$ cat src/design/bbe_pkg.sv
// ----------------------------------------------------------------------------
// bbe_pkg: shared types and constants for the edge-aware 3x3 box blur
// Holds field widths, register indexes, the job record that travels from the
// front end to the back end, and the reciprocal table used for the means.
// ----------------------------------------------------------------------------
`default_nettype none

package bbe_pkg;

  // Field and state widths.
  localparam int CH_W           = 8;
  localparam int PIX_W          = 3 * CH_W;
  localparam int FW_W           = 11;
  localparam int FH_W           = 13;
  localparam int ROW_W          = 13;
  localparam int POS_W          = 14;
  localparam int MAX_FRAME_ROWS = 4096;
  localparam int RESET_WIDTH    = 1024;
  localparam int RESET_HEIGHT   = 1024;

  // Window geometry.
  localparam int WIN       = 3;
  localparam int WIN_CELLS = WIN * WIN;

  // Mean arithmetic: sum of nine 8-bit values, numerator 2*sum+count.
  localparam int SUM_W       = 12;
  localparam int CNT_W       = 4;
  localparam int NUM_W       = SUM_W + 1;
  localparam int RECIP_SHIFT = 18;
  localparam int RECIP_W     = 18;
  localparam int PROD_W      = NUM_W + RECIP_W;

  // Configuration port.
  localparam int CFG_IDX_W  = 2;
  localparam int CFG_DATA_W = 13;

  typedef enum logic [CFG_IDX_W-1:0] {
    REG_FRAME_WIDTH  = 2'd0,
    REG_FRAME_HEIGHT = 2'd1
  } cfg_reg_t;

  // Item kinds.
  localparam logic MODE_PIXEL = 1'b0;
  localparam logic MODE_DRAIN = 1'b1;

  // Job queue between front and back.
  localparam int QUEUE_DEPTH = 4;
  localparam int QPTR_W      = 2;
  localparam int QCNT_W      = 3;

  // One result to be computed: the window, which rows and columns lie
  // inside the frame, and whether it is the frame's final pixel.
  typedef struct packed {
    logic [WIN_CELLS-1:0][PIX_W-1:0] win;
    logic [WIN-1:0]                  row_ok;
    logic [WIN-1:0]                  col_ok;
    logic                            last;
  } job_t;

  typedef struct packed {
    logic full;
    logic empty;
  } q_status_t;

  // ceil(2^RECIP_SHIFT / (2*count)); exact for numerators below 2^13.
  function automatic logic [RECIP_W-1:0] recip(input logic [CNT_W-1:0] cnt);
    logic [RECIP_W-1:0] r;
    case (cnt)
      4'd2:    r = 18'd65536;
      4'd3:    r = 18'd43691;
      4'd4:    r = 18'd32768;
      4'd5:    r = 18'd26215;
      4'd6:    r = 18'd21846;
      4'd7:    r = 18'd18725;
      4'd8:    r = 18'd16384;
      4'd9:    r = 18'd14564;
      default: r = 18'd131072;
    endcase
    return r;
  endfunction

endpackage

`default_nettype wire

$ cat src/design/bbe_back.sv
// ----------------------------------------------------------------------------
// bbe_back: neighborhood mean pipeline for the box blur
// Sums the in-frame window pixels, scales by a reciprocal of twice the count
// and holds the rounded means in the output register.
// ----------------------------------------------------------------------------
`default_nettype none

module bbe_back (
  input  logic                      clk,
  input  logic                      rst,
  input  bbe_pkg::job_t             head_job,
  input  bbe_pkg::q_status_t        q_status,
  output logic                      pop,
  output logic                      out_valid,
  input  logic                      out_stall,
  output logic [bbe_pkg::CH_W-1:0]  red_out,
  output logic [bbe_pkg::CH_W-1:0]  green_out,
  output logic [bbe_pkg::CH_W-1:0]  blue_out,
  output logic                      last_of_frame
);
  import bbe_pkg::*;

  logic               advance;
  logic [SUM_W-1:0]   sum_r, sum_g, sum_b;
  logic [1:0]         n_rows, n_cols;
  logic [CNT_W-1:0]   cnt;

  logic               a_valid, a_last;
  logic [NUM_W-1:0]   a_num_r, a_num_g, a_num_b;
  logic [RECIP_W-1:0] a_recip;

  logic               b_valid, b_last;
  logic [PROD_W-1:0]  b_prod_r, b_prod_g, b_prod_b;

  // The whole pipeline moves when the output register is free or taken.
  assign advance = !out_valid || !out_stall;
  assign pop     = advance && !q_status.empty;

  // Masked channel sums and neighbor count of the head job.
  always_comb begin
    sum_r = '0;
    sum_g = '0;
    sum_b = '0;
    for (int r = 0; r < WIN; r++) begin
      for (int c = 0; c < WIN; c++) begin
        if (head_job.row_ok[r] && head_job.col_ok[c]) begin
          sum_r = sum_r + SUM_W'(head_job.win[r*WIN+c][2*CH_W +: CH_W]);
          sum_g = sum_g + SUM_W'(head_job.win[r*WIN+c][CH_W +: CH_W]);
          sum_b = sum_b + SUM_W'(head_job.win[r*WIN+c][0 +: CH_W]);
        end
      end
    end
    n_rows = 2'($countones(head_job.row_ok));
    n_cols = 2'($countones(head_job.col_ok));
    cnt    = CNT_W'(n_rows) * CNT_W'(n_cols);
    if (cnt == '0) begin
      cnt = CNT_W'(1);
    end
  end

  // Pipeline data: numerator, then product, then rounded mean.
  always_ff @(posedge clk) begin
    if (advance) begin
      a_num_r  <= {sum_r, 1'b0} + NUM_W'(cnt);
      a_num_g  <= {sum_g, 1'b0} + NUM_W'(cnt);
      a_num_b  <= {sum_b, 1'b0} + NUM_W'(cnt);
      a_recip  <= recip(cnt);
      a_last   <= head_job.last;
      b_prod_r <= PROD_W'(a_num_r) * PROD_W'(a_recip);
      b_prod_g <= PROD_W'(a_num_g) * PROD_W'(a_recip);
      b_prod_b <= PROD_W'(a_num_b) * PROD_W'(a_recip);
      b_last   <= a_last;
      red_out       <= b_prod_r[RECIP_SHIFT +: CH_W];
      green_out     <= b_prod_g[RECIP_SHIFT +: CH_W];
      blue_out      <= b_prod_b[RECIP_SHIFT +: CH_W];
      last_of_frame <= b_last;
    end
  end

  // Stage valid flags.
  always_ff @(posedge clk) begin
    if (rst) begin
      a_valid   <= 1'b0;
      b_valid   <= 1'b0;
      out_valid <= 1'b0;
    end else if (advance) begin
      a_valid   <= pop;
      b_valid   <= a_valid;
      out_valid <= b_valid;
    end
  end

endmodule

`default_nettype wire

$ cat config.mk
export PLATFORM = sky130hd
export DESIGN_NAME = bbe_back
export DESIGN_NICKNAME = d
export VERILOG_FILES = /design/src/design/bbe_pkg.sv /design/src/design/bbe_back.sv
export SDC_FILE = /design/constraint.sdc
export NUM_CORES = 2
export LEC_CHECK = 0
export ABC_CLOCK_PERIOD_IN_PS = 25600
export BUFFER_PORTS_ARGS = -buffer_cell sky130_fd_sc_hd__buf_2
export CAP_MARGIN = 20
export CORE_MARGIN = 2
export CORE_UTILIZATION = 60
export CTS_CLUSTER_DIAMETER = 120
export CTS_CLUSTER_SIZE = 8
export DETAILED_ROUTE_END_ITERATION = 7
export GPL_TIMING_DRIVEN = 0
export PLACE_DENSITY = 0.81
export SKIP_CTS_REPAIR_TIMING = 1
export SLEW_MARGIN = 20
export SYNTH_ARGS = -nofsm -noshare
export SYNTH_HDL_FRONTEND = slang
export SYNTH_SLANG_ARGS = --single-unit
$ cat constraint.sdc
create_clock -name clk -period 25.6 [get_ports clk]
set_clock_uncertainty 0.1 [all_clocks]
set_input_delay 5.12 -clock clk [delete_from_list [all_inputs] [get_ports clk]]
set_output_delay 5.12 -clock clk [all_outputs]
set_load 0.01 [all_outputs]
==> impl_metrics.yaml <==
power:
  comb_power_share_pct: 82.5
  finalPower_mw: 2.97
  power_density_mw_per_mm2: 78.6
  p_clk_share_pct: 5.1
  p_int_mw: 1.38
  p_seq_share_pct: 12.4
  p_sw_share_pct: 53.5
  switchingPower_mw: 1.59
  ir_drop_v: 0.0000574
  power_leakage_nw: 17.8
place:
  dp_hpwl_mm: 89.6
  port_buffers: 253
  gp_congestion: 1.00
logic_synthesis:
  synth_mux_area_share_pct: 1.80
  synth_top_family_by_area: "adder cells"
  postSynthCellCount: 4159
  synth_edf_count: 106
  synthDistinctLibCells: 112
  synth-compound-area-share_pct: 13.5
  syn_nets: 5274
  synth_fa_ha_area_share_pct: 43.0
  async_flop_share_pct: 0
  synth.avg_cell_area_um2: 8.46
  netlist_area_mm2: 0.0352
  yosysWarningCount: 0
  synth_flop_cell: "edfxtp_1"
  ys_seq_area_share_pct: 9.22
  synth-seq-cells: 109
  synth_xor_xnor_area_share_pct: 5.19
  yosys.area_share.simple_pct: 18.4
routing:
  remaining_drc_errors: 1
  post_drt_wl_per_cell_um: 20.2
  m1WireLength_mm: 35.9
  detail-route-antenna-nets: 0
  dr.pass1.iters: 8
  vias: 30700
  wl_met2_mm: 50.7
  wl_met3_mm: 8.89
  drt-total-wl_mm: 105
  first_iter_violations: 2208
  vias_per_cell: 5.91
  routed.top_layer: "met5"
status:
  violations: "design-rule violations"
  status: "finished, violations left"
layout:
  fill_cells: 4839
  register_area_mm2: 0.00324
  nNetsFinal: 5539
  drive_gt1_share_pct: 8.49
  multiInputGateArea_mm2: 0.0288
  areaGrowthSynthToFinish_pct: 7.37
setup_path:
  r2r-start: "a_recip[7]$_DFFE_PN_"
  cp_slowest_stage_delay_ps: 590
  r2r_slack_ps: 18260
  crit_type: "primary input to flop"
  crit_fanout: 10
  required_ps: 25710
  reg2reg_depth: 24
  critPathCaptureType: "flop"
  slowest_stage: "a211oi_1"
  cp-startpoint: "head_job[1]"
  r2r_end: "b_prod_g[25]$_DFFE_PN_"
  crit_top_cell: "ha_1"
  cp-start-kind: "primary input"
  arrival_ps: 18350
global_route:
  grt_pass1_wl_mm: 164
  antenna_found_initial: 26
  track_usage_pct: 35.5
  grt_overflow_total: 0
  grt_pass1_vias: 31700
  grt_max_degree: 59
timing:
  finalHoldViolCount: 0
  tns_ps: 0
  min_period_over_period_pct: 71.2
  relSlewSlack_pct: 16.8
  finalSetupViolations: 0
  drv_slew: 0
  worstMarginPinSlew_ps: 1240
  min_period_ps: 18240
  fmax_ghz: 0.0548
  rsz0062_at_grt: "false"
floorplanning:
  coreArea_mm2: 0.0578
  chipHeight_um: 246
  die-width_um: 246
  std_cell_rows: 88
  start_util_pct: 60.8
  die_area_mm2: 0.0606
  pin_count: 255
clock_tree:
  clk_latency_ps: 380
  cts_root_buf: "clkbuf_16"
  clock_tree.buffer_depth: 2
  numCtsBuffers: 9
  path_clk_slew_ps: 80
  h-tree-depth: 3
  cts_tree: "yes"
  clock_sinks: 109
hold_path:
  min_path_cells: 0
  hp-start: "b_prod_g[18]$_DFFE_PN_"
  hp-class: "flop to flop"
  min_to: "green_out[0]$_DFFE_PN_"
run:
  max_cap_violations: 0
-- routing by layer --
metal,global-route usage (%),vias to the layer above
met5,0,-
met4,28.0,30
met3,7.56,486
met2,61.4,1465
met1,37.5,14700
li1,-,14100
-- critical path: cells and delay by family --
family / cells / cell delay (ps)
fa+ha+maj: 9 / 2990
compound gates: 23 / 5340
xor+xnor: 3 / 530
buf+inv: 9 / 2360
simple gates: 10 / 2000
-- per-stage QoR --
step | utilization, % | std cells | worst slack, ps | area (um2) | hold WS [ps]
floorplan | - | 4159 | 9910 | 35200 | 300
global placement | 64.7 | 5177 | 7210 | 37400 | 302
detailed placement | 64.7 | 5178 | 7180 | 37400 | 306
CTS | 65.3 | 5194 | 7560 | 37700 | 324
global route | 65.3 | 5195 | 6560 | 37700 | 331
finish | 65.3 | 5204 | 7360 | 37800 | 322
-- power groups by stage --
stage,registers [mW],logic [mW],clock network [mW]
5_1_grt,0.372,2.79,0.158
2_1_floorplan,0.355,1.79,0
3_3_place_gp,0.365,2.32,0
4_1_cts,0.364,2.44,0.152
3_5_place_dp,0.367,2.42,0
6_report,0.367,2.45,0.151
-- sequential cells by signal, indices dropped and copies added (netlist names), 8 cells and up --
name	cells
a_recip	18
a_num_b	12
blue_out	8
a_num_r	13
b_prod_r	8
red_out	8
b_prod_g	8
a_num_g	12
b_prod_b	8
green_out	8
-- cell usage in the layout, fill, tap and decap left out, drive strengths merged, types with 20 or more instances in the layout --
cell | synthesis | routed
a211oi | 29 | 29
a21o | 75 | 75
a21oi | 164 | 164
a31oi | 20 | 20
and2 | 232 | 232
and3 | 40 | 40
buf | 23 | 277
clkbuf | 157 | 166
edfxtp | 106 | 106
fa | 530 | 530
ha | 357 | 357
inv | 640 | 642
mux2 | 31 | 31
mux2i | 28 | 28
nand2 | 614 | 614
nand2b | 22 | 22
nand3 | 37 | 37
nor2 | 228 | 228
nor2b | 44 | 44
nor3 | 49 | 49
o211ai | 22 | 22
o21a | 46 | 46
o21ai | 175 | 175
o31a | 21 | 21
xnor2 | 131 | 131
xor2 | 59 | 59
-- how the worst max path moves through the flow --
stage	to	slack, ps	cells past startpoint
2_1_floorplan	a_num_g[12]$_DFFE_PN_	9910	54
3_3_place_gp	a_num_g[12]$_DFFE_PN_	7210	54
3_5_place_dp	a_num_g[12]$_DFFE_PN_	7180	54
4_1_cts	a_num_g[12]$_DFFE_PN_	7560	54
5_1_grt	a_num_g[12]$_DFFE_PN_	6560	54
6_report	a_num_g[12]$_DFFE_PN_	7360	54
-- kinds of logic after synthesis --
kind of cell / count (synthesis)
AO/OA/AOI/OAI: 714
XOR/XNOR: 194
adder cells (fa/ha/maj): 892
buffers and inverters: 821
flip-flops: 109
multiplexers: 59
AND/OR/NAND/NOR: 1370
-- synth_stat cells, types with 15 or more instances --
cell type  number  area [um2]
a211oi_1       29         218
a21o_1         75         563
a21oi_1       159         796
a31oi_1        20         125
and2_1        231        1450
and3_1         39         244
buf_2          15        75.1
clkbuf_1      157         589
edfxtp_1      106        3180
fa_1          530       10600
ha_1          357        4470
inv_1         640        2400
mux2_2         29         327
mux2i_1        28         280
nand2_1       614        2300
nand2b_1       21         131
nand3_1        37         185
nand3b_1       15         113
nor2_1        228         856
nor2b_1        43         269
nor3_1         48         240
o211ai_1       20         150
o21a_1         46         345
o21ai_0       167         836
o22ai_1        15        93.8
o31a_1         21         184
o31ai_1        17         128
or3_1          18         113
xnor2_1       129        1130
xor2_1         55         482
-- area by class of cell --
| cell class | instances | area share [%] |
|---|---|---|
| Multi-Input combinational cell | 3229 | 76.3 |
| Clock buffer | 9 | 0.596 |
| Inverter | 641 | 6.37 |
| Buffer | 180 | 1.86 |
| Sequential cell | 109 | 8.59 |
| Timing Repair Buffer | 254 | 3.43 |
| Tap cell | 765 | 2.54 |
| Antenna cell | 10 | 0.0663 |
| Clock inverter | 7 | 0.219 |
Power figures use the tool's default switching activity.
