<file path="config.mk">
export PLATFORM = sky130hd
export DESIGN_NAME = bbe_queue
export DESIGN_NICKNAME = d
export VERILOG_FILES = /design/src/design/bbe_pkg.sv /design/src/design/bbe_queue.sv
export SDC_FILE = /design/constraint.sdc
export NUM_CORES = 1
export LEC_CHECK = 0
export ABC_AREA = 0
export BUFFER_PORTS_ARGS = -buffer_cell sky130_fd_sc_hd__buf_2
export CAP_MARGIN = 10
export CORE_ASPECT_RATIO = 0.8
export CORE_MARGIN = 1
export CORE_UTILIZATION = 35
export DETAILED_ROUTE_END_ITERATION = 6
export PLACE_DENSITY_LB_ADDON = 0.1
export SLEW_MARGIN = 20
export SYNTH_ARGS = -nofsm -noshare
export SYNTH_HDL_FRONTEND = slang
export SYNTH_SLANG_ARGS = --single-unit
</file>
<file path="constraint.sdc">
create_clock -name clk -period 14.6 [get_ports clk]
set_input_delay 0 -clock clk [delete_from_list [all_inputs] [get_ports clk]]
set_output_delay 0 -clock clk [all_outputs]
set_load 0.01 [all_outputs]
</file>
<file path="src/design/bbe_pkg.sv">
// ----------------------------------------------------------------------------
// bbe_pkg: shared types and constants for the edge-aware 3x3 box blur
// Holds field widths, register indexes, the job record that travels from the
// front end to the back end, and the reciprocal table used for the means.
// ----------------------------------------------------------------------------
`default_nettype none

package bbe_pkg;

  // Field and state widths.
  localparam int CH_W           = 8;
  localparam int PIX_W          = 3 * CH_W;
  localparam int FW_W           = 11;
  localparam int FH_W           = 13;
  localparam int ROW_W          = 13;
  localparam int POS_W          = 14;
  localparam int MAX_FRAME_ROWS = 4096;
  localparam int RESET_WIDTH    = 1024;
  localparam int RESET_HEIGHT   = 1024;

  // Window geometry.
  localparam int WIN       = 3;
  localparam int WIN_CELLS = WIN * WIN;

  // Mean arithmetic: sum of nine 8-bit values, numerator 2*sum+count.
  localparam int SUM_W       = 12;
  localparam int CNT_W       = 4;
  localparam int NUM_W       = SUM_W + 1;
  localparam int RECIP_SHIFT = 18;
  localparam int RECIP_W     = 18;
  localparam int PROD_W      = NUM_W + RECIP_W;

  // Configuration port.
  localparam int CFG_IDX_W  = 2;
  localparam int CFG_DATA_W = 13;

  typedef enum logic [CFG_IDX_W-1:0] {
    REG_FRAME_WIDTH  = 2'd0,
    REG_FRAME_HEIGHT = 2'd1
  } cfg_reg_t;

  // Item kinds.
  localparam logic MODE_PIXEL = 1'b0;
  localparam logic MODE_DRAIN = 1'b1;

  // Job queue between front and back.
  localparam int QUEUE_DEPTH = 4;
  localparam int QPTR_W      = 2;
  localparam int QCNT_W      = 3;

  // One result to be computed: the window, which rows and columns lie
  // inside the frame, and whether it is the frame's final pixel.
  typedef struct packed {
    logic [WIN_CELLS-1:0][PIX_W-1:0] win;
    logic [WIN-1:0]                  row_ok;
    logic [WIN-1:0]                  col_ok;
    logic                            last;
  } job_t;

  typedef struct packed {
    logic full;
    logic empty;
  } q_status_t;

  // ceil(2^RECIP_SHIFT / (2*count)); exact for numerators below 2^13.
  function automatic logic [RECIP_W-1:0] recip(input logic [CNT_W-1:0] cnt);
    logic [RECIP_W-1:0] r;
    case (cnt)
      4'd2:    r = 18'd65536;
      4'd3:    r = 18'd43691;
      4'd4:    r = 18'd32768;
      4'd5:    r = 18'd26215;
      4'd6:    r = 18'd21846;
      4'd7:    r = 18'd18725;
      4'd8:    r = 18'd16384;
      4'd9:    r = 18'd14564;
      default: r = 18'd131072;
    endcase
    return r;
  endfunction

endpackage

`default_nettype wire

</file>
<file path="src/design/bbe_queue.sv">
// ----------------------------------------------------------------------------
// bbe_queue: short job queue between the front and back ends
// A small register FIFO that lets the front end keep accepting pixels while
// the back end waits on a stalled output.
// ----------------------------------------------------------------------------
`default_nettype none

module bbe_queue (
  input  logic             clk,
  input  logic             rst,
  input  logic             push,
  input  bbe_pkg::job_t    push_job,
  input  logic             pop,
  output bbe_pkg::job_t    head_job,
  output bbe_pkg::q_status_t status
);
  import bbe_pkg::*;

  job_t              entries [QUEUE_DEPTH];
  logic [QPTR_W-1:0] wr_ptr;
  logic [QPTR_W-1:0] rd_ptr;
  logic [QCNT_W-1:0] count;

  // Storage is written at the tail.
  always_ff @(posedge clk) begin
    if (push) begin
      entries[wr_ptr] <= push_job;
    end
  end

  // Pointers and fill count.
  always_ff @(posedge clk) begin
    if (rst) begin
      wr_ptr <= '0;
      rd_ptr <= '0;
      count  <= '0;
    end else begin
      if (push) begin
        wr_ptr <= wr_ptr + QPTR_W'(1);
      end
      if (pop) begin
        rd_ptr <= rd_ptr + QPTR_W'(1);
      end
      case ({push, pop})
        2'b10:   count <= count + QCNT_W'(1);
        2'b01:   count <= count - QCNT_W'(1);
        default: count <= count;
      endcase
    end
  end

  assign head_job     = entries[rd_ptr];
  assign status.full  = (count == QCNT_W'(QUEUE_DEPTH));
  assign status.empty = (count == '0);

endmodule

`default_nettype wire

</file>
==> results of run 1 <==
-- worst register-to-register path, stage by stage (launching register included) --
cell and delay, ns:
dfxtp_1 0.35, inv_1 0.09, ha_1 0.14, and2_4 0.76, buf_12 0.61
-- cell families (layout without fill, tap and decap cells) --
family | count (synthesis) | in the layout
AO/OA/AOI/OAI | 3 | 3
XOR/XNOR | 5 | 5
adder cells (fa/ha/maj) | 6 | 6
buffers and inverters | 57 | 869
flip-flops | 901 | 901
multiplexers | 224 | 224
other | 0 | 2
AND/OR/NAND/NOR | 16 | 16
-- how the worst max path moves through the flow --
stage                     cells after the start              startpoint                      end  slack (ns)
final                                         5               flip-flop             head_job[86]       10.20
after global routing                          5               flip-flop             head_job[86]        9.67
after CTS                                     5               flip-flop             head_job[86]        9.84
after detailed placement                      5               flip-flop             head_job[86]       10.58
after global placement                        5               flip-flop             head_job[86]       10.62
after floorplan                               3  wr_ptr[0]$_SDFFE_PP0P_  entries[0][0]$_DFFE_PP_        8.38
-- power breakdown --
part / leakage, nW / internal (mW) / switching [mW]
combinational: 4.27 / 0.274 / 0.314
sequential: 8.27 / 2.98 / 0.0308
clock: 1.41 / 1.29 / 0.961
total: 13.9 / 4.54 / 1.31
-- synth_stat cells, types with 3 or more instances --
cell type | count | share of area
and2_1 | 4 | 0.00076
buf_2 | 24 | 0.0037
buf_6 | 18 | 0.0062
clkbuf_1 | 7 | 0.00080
dfxtp_1 | 9 | 0.0055
edfxtp_1 | 892 | 0.82
ha_1 | 5 | 0.0019
inv_1 | 6 | 0.00069
mux4_1 | 24 | 0.019
mux4_2 | 199 | 0.14
nor2_1 | 8 | 0.00092
xor2_1 | 3 | 0.00080
-- routing by layer --
metal | track usage | routed length, um | vias up
met5 | 0 | 75 | -
met4 | 0.0440 | 1620 | 12
met3 | 0.0421 | 4190 | 116
met2 | 0.252 | 35700 | 354
met1 | 0.183 | 28700 | 8043
li1 | - | - | 6788
-- repair_timing --
action	CTS	global route
endpoints found under the hold margin	901	0
resized for setup	0	0
hold buffers	227	0
-- cell type report --
cell class | instances | area [sq um] | area share
tap | 1212 | 1520 | 0.0365
clock buffer | 118 | 2480 | 0.0599
timing repair buffer | 695 | 4730 | 0.114
multi-input combinational | 254 | 5350 | 0.129
inverter | 6 | 22.5 | 0.000543
clock inverter | 50 | 428 | 0.0103
sequential | 901 | 27000 | 0.650
antenna | 2 | 5.00 | 0.000121
-- through the flow --
step                setup slack (ns)  hold WS [ns]  utilization
global placement               10.62         0.209        0.395
finish                         10.20        0.0977        0.452
detailed placement             10.58         0.215        0.395
floorplan                       8.38        0.0989            -
CTS                             9.84        0.0348        0.451
global route                    9.67        0.0735        0.452
-- state kept, by name, summed over array words and instances (netlist names), named ones only --
register  cells
entries     892
count         3
rd_ptr        2
wr_ptr        2
==> flow_summary.ini, run 1 <==
[sta]
rsz0062_at_grt = no
min_period_ns = 4.40
finClkSkew_ns = 0.0159
timing.slew.headroom = 0.290
slew_viol_final = 0
setup_viol = 0
hold_viol_final = 0
setup_tns_ns = 0
fmax_mhz = 227
tightest_slew_ns = 1.07
post-route-period-util = 0.301

[min_path]
hold_depth = 2
hold_start = push_job[55]
holdPathEnd = entries[0][55]$_DFFE_PP_
min_path_type = in -> reg

[global_routing]
grtUsageTotal = 0.148
grt_pass1_vias = 16900
grt_max_degree = 129
grt_pass1_wl_um = 104000
grt_overflow = 0
antenna_found_initial = 7

[critical_path]
endpoint_kind = output port
critPathRequiredTime_ns = 14.60
path_delay_family = buffers and inverters
slowest_stage = buf_4
cpPeakStageDelay_ns = 0.78
crit_type = reg -> out
path_cells = buf_4, buf_4, buf_4, mux4_1, buf_2
reg2reg_slack_ns = 11.95
crit_arrival_ns = 4.40
worst-path-buf-inv = 4
cp_max_fo = 39
r2r_end = entries[2][104]$_DFFE_PP_
startpoint_type = flip-flop
reg2reg_from = wr_ptr[0]$_SDFFE_PP0P_
r2r_cells = 4
critical_path.most_common_cell = buf_4

[cells_and_area]
most-common-layout-cells = 892 x edfxtp_1, 451 x buf_2, 227 x dlygate4sd3_1, 199 x mux4_2, 96 x clkbuf_16
area_delta_synth_final_pct = 26.9
layout_commonest_cell = edfxtp_1
drive_gt1_frac = 0.393
fin_nets = 2185
final_cell_area_sq_um = 41500
finalNonFillerCells = 3238
fillers = 7935

[clock_network]
htree_levels = 3
clock_sinks = 901
numCtsBuffers = 94
clk_pin_slew_ns = 0.06
cts_setup_buffers = 0
cts_tree = yes
cts-root-buf = clkbuf_16
clockBufferDepth = 3
worstSkewPairLatency_ns = 0.64

[detailed_routing]
routedWlPerCell_um = 21.7
drc = 0
postRouteAntennaNets = 0
num_vias = 15300
totalWireLength_um = 70400
firstDrtPassIters = 4
routed_via_density = 4.73
drt_iter0_drc = 843

[yosys]
syn_area_sq_um = 32700
ys_seq_area_frac = 0.824
yosys.area_share.simple = 0.00233
ys_ff_latch = 901
synth-main-ff-cell = edfxtp_1
synth_fa_ha_area_frac = 0.00252
syn_avg_cell_area_sq_um = 27.0
synth_top_family_by_area = multiplexers
async_flop_share = 0
synth_cell_types = 22
syn-num-nets = 1445
synthMuxAreaShare = 0.157
yosysWarnings = 0
netlist_instances = 1212
synth-edff-count = 892
synth_compound_area_frac = 0.000459
synth_xor_xnor_area_share = 0.00134

[floorplan]
core_region_area_sq_um = 91900
die_y_um = 275
top_level_ports = 452
die_w_um = 344
placementRows = 99
start_util = 0.356
dieArea_sq_um = 94700

[placed_design]
io_buffers = 451
gp_congestion = 0.685
placed_area_sq_um = 36300
dpl.hpwl_um = 40300
dp.cells = 2840

[run]
drv_cap = 0

[power]
total_power_mw = 5.85
power.density_nw_per_um2 = 141
p_leak_nw = 13.9
peakVddDrop_mv = 0.0839

[outcome]
status = completed
(Power assumes the default switching activity.)
==> run 2, diff against run 1 <==
Clock period 14.6 ns to 4 ns, I/O delays scaled along.
==> run 2 against run 1 <==
  * Design area grew 0.93%
  * Worst hold slack got worse by 0.0041 ns
  * Via count rose by 1.7%
  * First-iteration DRC count shrank 13%
  * Wire length increased by 3.4%
==> flow_summary.ini, run 2 (synthesis results as in run 1) <==
[cells_and_area]
fin_nets = 2214
drive_gt1_frac = 0.403
layout_commonest_cell = edfxtp_1
most-common-layout-cells = 892 x edfxtp_1, 451 x buf_2, 227 x dlygate4sd3_1, 199 x mux4_2, 95 x clkbuf_16
area_delta_synth_final_pct = 28.1
reg_top3 = entries: 892 flops, count: 3 flops
regMostFlops = entries
fillers = 7889
largest_reg_flops = 892
multi_input_area_sq_um = 5350
register_area_sq_um = 27000
fin_util = 0.456

[power]
total_power_mw = 21.4
p_leak_nw = 14.2
power.density_nw_per_um2 = 511
peakVddDrop_mv = 0.368

[global_routing]
grtUsageTotal = 0.153
grt_overflow = 0
antenna_found_initial = 6
grt_pass1_wl_um = 107000
grt_max_degree = 62
grt_pass1_vias = 17000

[sta]
hold_viol_final = 0
tightest_slew_ns = 0.878
min_period_ns = 2.79
timing.slew.headroom = 0.415
finClkSkew_ns = 0.0249
fmax_mhz = 359
post-route-period-util = 0.697
slew_viol_final = 0
timing.hold.ws_ns = 0.0936
rsz0062_at_grt = no
setup_viol = 0
setup_tns_ns = 0

[critical_path]
crit_type = reg -> out
worst-path-buf-inv = 2
startpoint_type = flip-flop
reg2reg_from = count[0]$_SDFFE_PP0P_
endpoint_kind = output port
path_delay_family = flip-flops
slowest_stage = dfxtp_4
crit_arrival_ns = 2.79
cpPeakStageDelay_ns = 0.88
path_cells = buf_4, mux4_2, buf_2
critPathRequiredTime_ns = 4.00
cp_max_fo = 34

[placed_design]
io_buffers = 451
gp_congestion = 0.738
dpl.hpwl_um = 44600

[clock_network]
clock_sinks = 901
clk_pin_slew_ns = 0.06
numCtsBuffers = 93
cts-root-buf = clkbuf_16
worstSkewPairLatency_ns = 0.66
cts_setup_buffers = 0
htree_levels = 3
cts_tree = yes
cts.repair.resized = 0
clockBufferDepth = 3

[detailed_routing]
wl_met3_um = 4860
postRouteAntennaNets = 0
totalWireLength_um = 72800
routed_via_density = 4.77
num_vias = 15600
wl_met1_um = 30400
drt_iter0_drc = 733
drc = 0
firstDrtPassIters = 4
dr_wl_met2_um = 36200
top_layer_used = met5
routedWlPerCell_um = 22.3

[floorplan]
die_y_um = 275
placementRows = 99
die_w_um = 344
dieArea_sq_um = 94700
top_level_ports = 452
start_util = 0.356
core_region_area_sq_um = 91900

[outcome]
status = completed

[min_path]
hold_start = push_job[124]
min_path_type = in -> reg

[run]
drv_cap = 0
==> run 2: layer usage <==
metal | global-route usage | up-vias
li1 | - | 6854
met2 | 0.256 | 369
met5 | 0 | -
met1 | 0.198 | 8236
met3 | 0.0435 | 110
met4 | 0.0394 | 6
==> run 2: path summary, 6_finish.rpt <==
check,cells past startpoint,endpoint,slack (ns)
min,2,entries[1][124]$_DFFE_PP_,0.09
max reg2reg,6,count[2]$_SDFFE_PP0P_,1.83
min reg2reg,2,count[1]$_SDFFE_PP0P_,0.54
max,3,head_job[7],1.21
==> run 2: power breakdown <==
group	internal, mW	switching [mW]	total, mW
sequential	10.9	0.126	11.0
clock	4.76	3.49	8.25
combinational	1.04	1.16	2.20
==> run 2: final cells by class <==
class                      count  share of cell area
timing repair buffer         725               0.122
clock buffer                 121              0.0591
antenna                        3            0.000179
clock inverter                45              0.0105
inverter                       6            0.000538
multi-input combinational    254               0.128
tap                         1212              0.0362
sequential                   901               0.644
==> run 2: stage by stage <==
stage          setup slack (ns)  area (sq um)  cells
5_1_grt                   0.974         41900   3266
3_5_place_dp               1.76         36700   2871
4_1_cts                    1.05         41900   3264
3_3_place_gp               1.78         36700   2871
6_report                   1.21         41900   3267
2_1_floorplan             0.288         32700   1212
==> run 2: timing repair <==
item | CTS | global route
endpoints found under the hold margin | 901 | 0
endpoints found under the setup margin | 0 | 0
hold buffers | 227 | 0
==> run 3, diff against run 2 <==
Clock period 4 ns to 2.3 ns, I/O delays scaled along.
==> run 3 against run 2 <==
  * Core utilization is 1.4 points higher
  * Die area unchanged
  * Clock skew down 0.0064 ns
  * Worst setup slack got worse by 1.2 ns
  * Via count rose by 0.39%
  * Non-clock buffer count increased by 50
  * Final cell count rose by 1.8%
  * Wire length increased by 3.3%
  * Power is 81% higher
==> flow_summary.ini, run 3 (synthesis results as in run 1) <==
[sta]
min_period_ns = 2.25
slew_viol_final = 0
post-route-period-util = 0.976
setup_viol = 0
finClkSkew_ns = 0.0185
timing.slew.headroom = 0.674
rsz0062_at_grt = yes
tightest_slew_ns = 0.489
fmax_mhz = 445
hold_viol_final = 0

[global_routing]
grt_max_degree = 69
grtUsageTotal = 0.154
antenna_found_initial = 4
grt_overflow = 0
grt_pass1_wl_um = 108000
grt_pass1_vias = 17000

[floorplan]
dieArea_sq_um = 94700
top_level_ports = 452
core_region_area_sq_um = 91900
start_util = 0.356
placementRows = 99
die_y_um = 275
die_w_um = 344

[detailed_routing]
top_layer_used = met5
postRouteAntennaNets = 0
firstDrtPassIters = 5
drc = 0
wl_met3_um = 3790
routedWlPerCell_um = 22.6
routed_via_density = 4.70
wl_met1_um = 31300
totalWireLength_um = 75200
num_vias = 15600
dr_wl_met2_um = 38600
drt_iter0_drc = 792

[run]
drv_cap = 0

[clock_network]
cts-root-buf = clkbuf_16
worstSkewPairLatency_ns = 0.65
htree_levels = 3
clock_sinks = 901
clk_pin_slew_ns = 0.06
cts_tree = yes
clockBufferDepth = 3
numCtsBuffers = 94

[critical_path]
cp_max_fo = 17
startpoint_type = flip-flop
endpoint_kind = output port
crit_type = reg -> out
reg2reg_slack_ns = 0.44
critPathRequiredTime_ns = 2.30
path_cells = buf_16, clkbuf_16, mux4_2, buf_2
path_delay_family = buffers and inverters
slowest_stage = mux4_2
cpPeakStageDelay_ns = 0.51
reg2reg_from = count[0]$_SDFFE_PP0P_
crit_arrival_ns = 2.25
r2r_cells = 6
worst-path-buf-inv = 3
r2r_end = count[1]$_SDFFE_PP0P_

[placed_design]
dpl.hpwl_um = 46800
gp_congestion = 0.704
io_buffers = 451

[min_path]
min_path_type = in -> reg
holdPathEnd = entries[3][143]$_DFFE_PP_
hold_depth = 2
hold_start = push_job[143]

[power]
p_int_mw = 30.2
switching_share = 0.222
peakVddDrop_mv = 0.559
comb_power_share = 0.113
power.density_nw_per_um2 = 898
pwr-share-clk = 0.397
switchingPower_mw = 8.62
p_leak_nw = 14.7
pwr-share-seq = 0.490
total_power_mw = 38.8

[cells_and_area]
fillers = 7695
largest_reg_flops = 892
drive_gt1_frac = 0.425
fin_util = 0.470
reg_top3 = entries: 892 flops, count: 3 flops
layout_commonest_cell = edfxtp_1
regMostFlops = entries
fin_nets = 2265
most-common-layout-cells = 892 x edfxtp_1, 412 x buf_2, 229 x dlygate4sd3_1, 210 x mux4_2, 102 x clkbuf_16
area_delta_synth_final_pct = 32.1

[outcome]
status = completed
-- run 3: what timing repair did --
| item | in CTS | in global routing |
|---|---|---|
| resized for setup | 39 | 35 |
| gates cloned | 0 | 6 |
| endpoints found under the hold margin | 914 | 0 |
| buffers inserted | 0 | 22 |
| hold buffers | 229 | 0 |
| setup endpoints to repair | 138 | 158 |
-- run 3: worst max path at each step --
stage / from / end / slack, ns / cells past startpoint
after CTS: flip-flop / head_job[140] / -0.1 / 4
after floorplan: wr_ptr[0]$_SDFFE_PP0P_ / entries[2][0]$_DFFE_PP_ / -0.21 / 3
after detailed placement: flip-flop / head_job[21] / 0.57 / 4
after global routing: flip-flop / head_job[51] / -0.04 / 4
final: flip-flop / head_job[51] / 0.05 / 4
after global placement: flip-flop / head_job[21] / 0.57 / 4
-- run 3: worst register-to-register path, cell delays in order (launching register included) --
cell	delay (ns)
dfxtp_1	0.36
inv_1	0.08
fa_1	0.53
nor2_1	0.04
a21oi_1	0.12
dlygate4sd3_1	0.58
nor2_1	0.04
-- run 3: area by class of cell --
| cell class | instances | area, sq um | area share |
|---|---|---|---|
| flip-flops and latches | 901 | 27000 | 0.624 |
| repair buffers | 775 | 6220 | 0.144 |
| multi-input cells | 254 | 5310 | 0.123 |
| clock buffers | 113 | 2470 | 0.0571 |
| well taps | 1212 | 1520 | 0.0351 |
| clock inverters | 62 | 684 | 0.0158 |
| inverters | 6 | 22.5 | 0.000521 |
| diodes | 3 | 7.51 | 0.000174 |
-- run 3: per-stage QoR --
stage               instances  setup WS (ns)  instance area [sq um]  hold slack [ns]  setup TNS, ns
floorplan                1212         -0.213                  32700           0.0989        -184.07
global placement         2891          0.574                  37100            0.210              0
detailed placement       2891          0.566                  37100            0.215              0
CTS                      3295        -0.0987                  42700           0.0425          -4.57
global route             3324        -0.0390                  43200           0.0747         -0.948
finish                   3326         0.0543                  43200           0.0985              0
-- run 3: routing by layer --
layer,vias up,track usage
met5,-,0
met1,8250,0.195
met2,332,0.265
li1,6948,-
met4,2,0.0440
met3,104,0.0366
-- run 3: power groups by stage --
stage | registers (mW) | logic, mW | clock network [mW]
floorplan | 19.4 | 2.03 | 0
global placement | 19.4 | 3.80 | 0
detailed placement | 19.4 | 3.81 | 0
CTS | 19.0 | 4.28 | 15.8
global route | 19.1 | 4.72 | 16.4
finish | 19.0 | 4.38 | 15.4
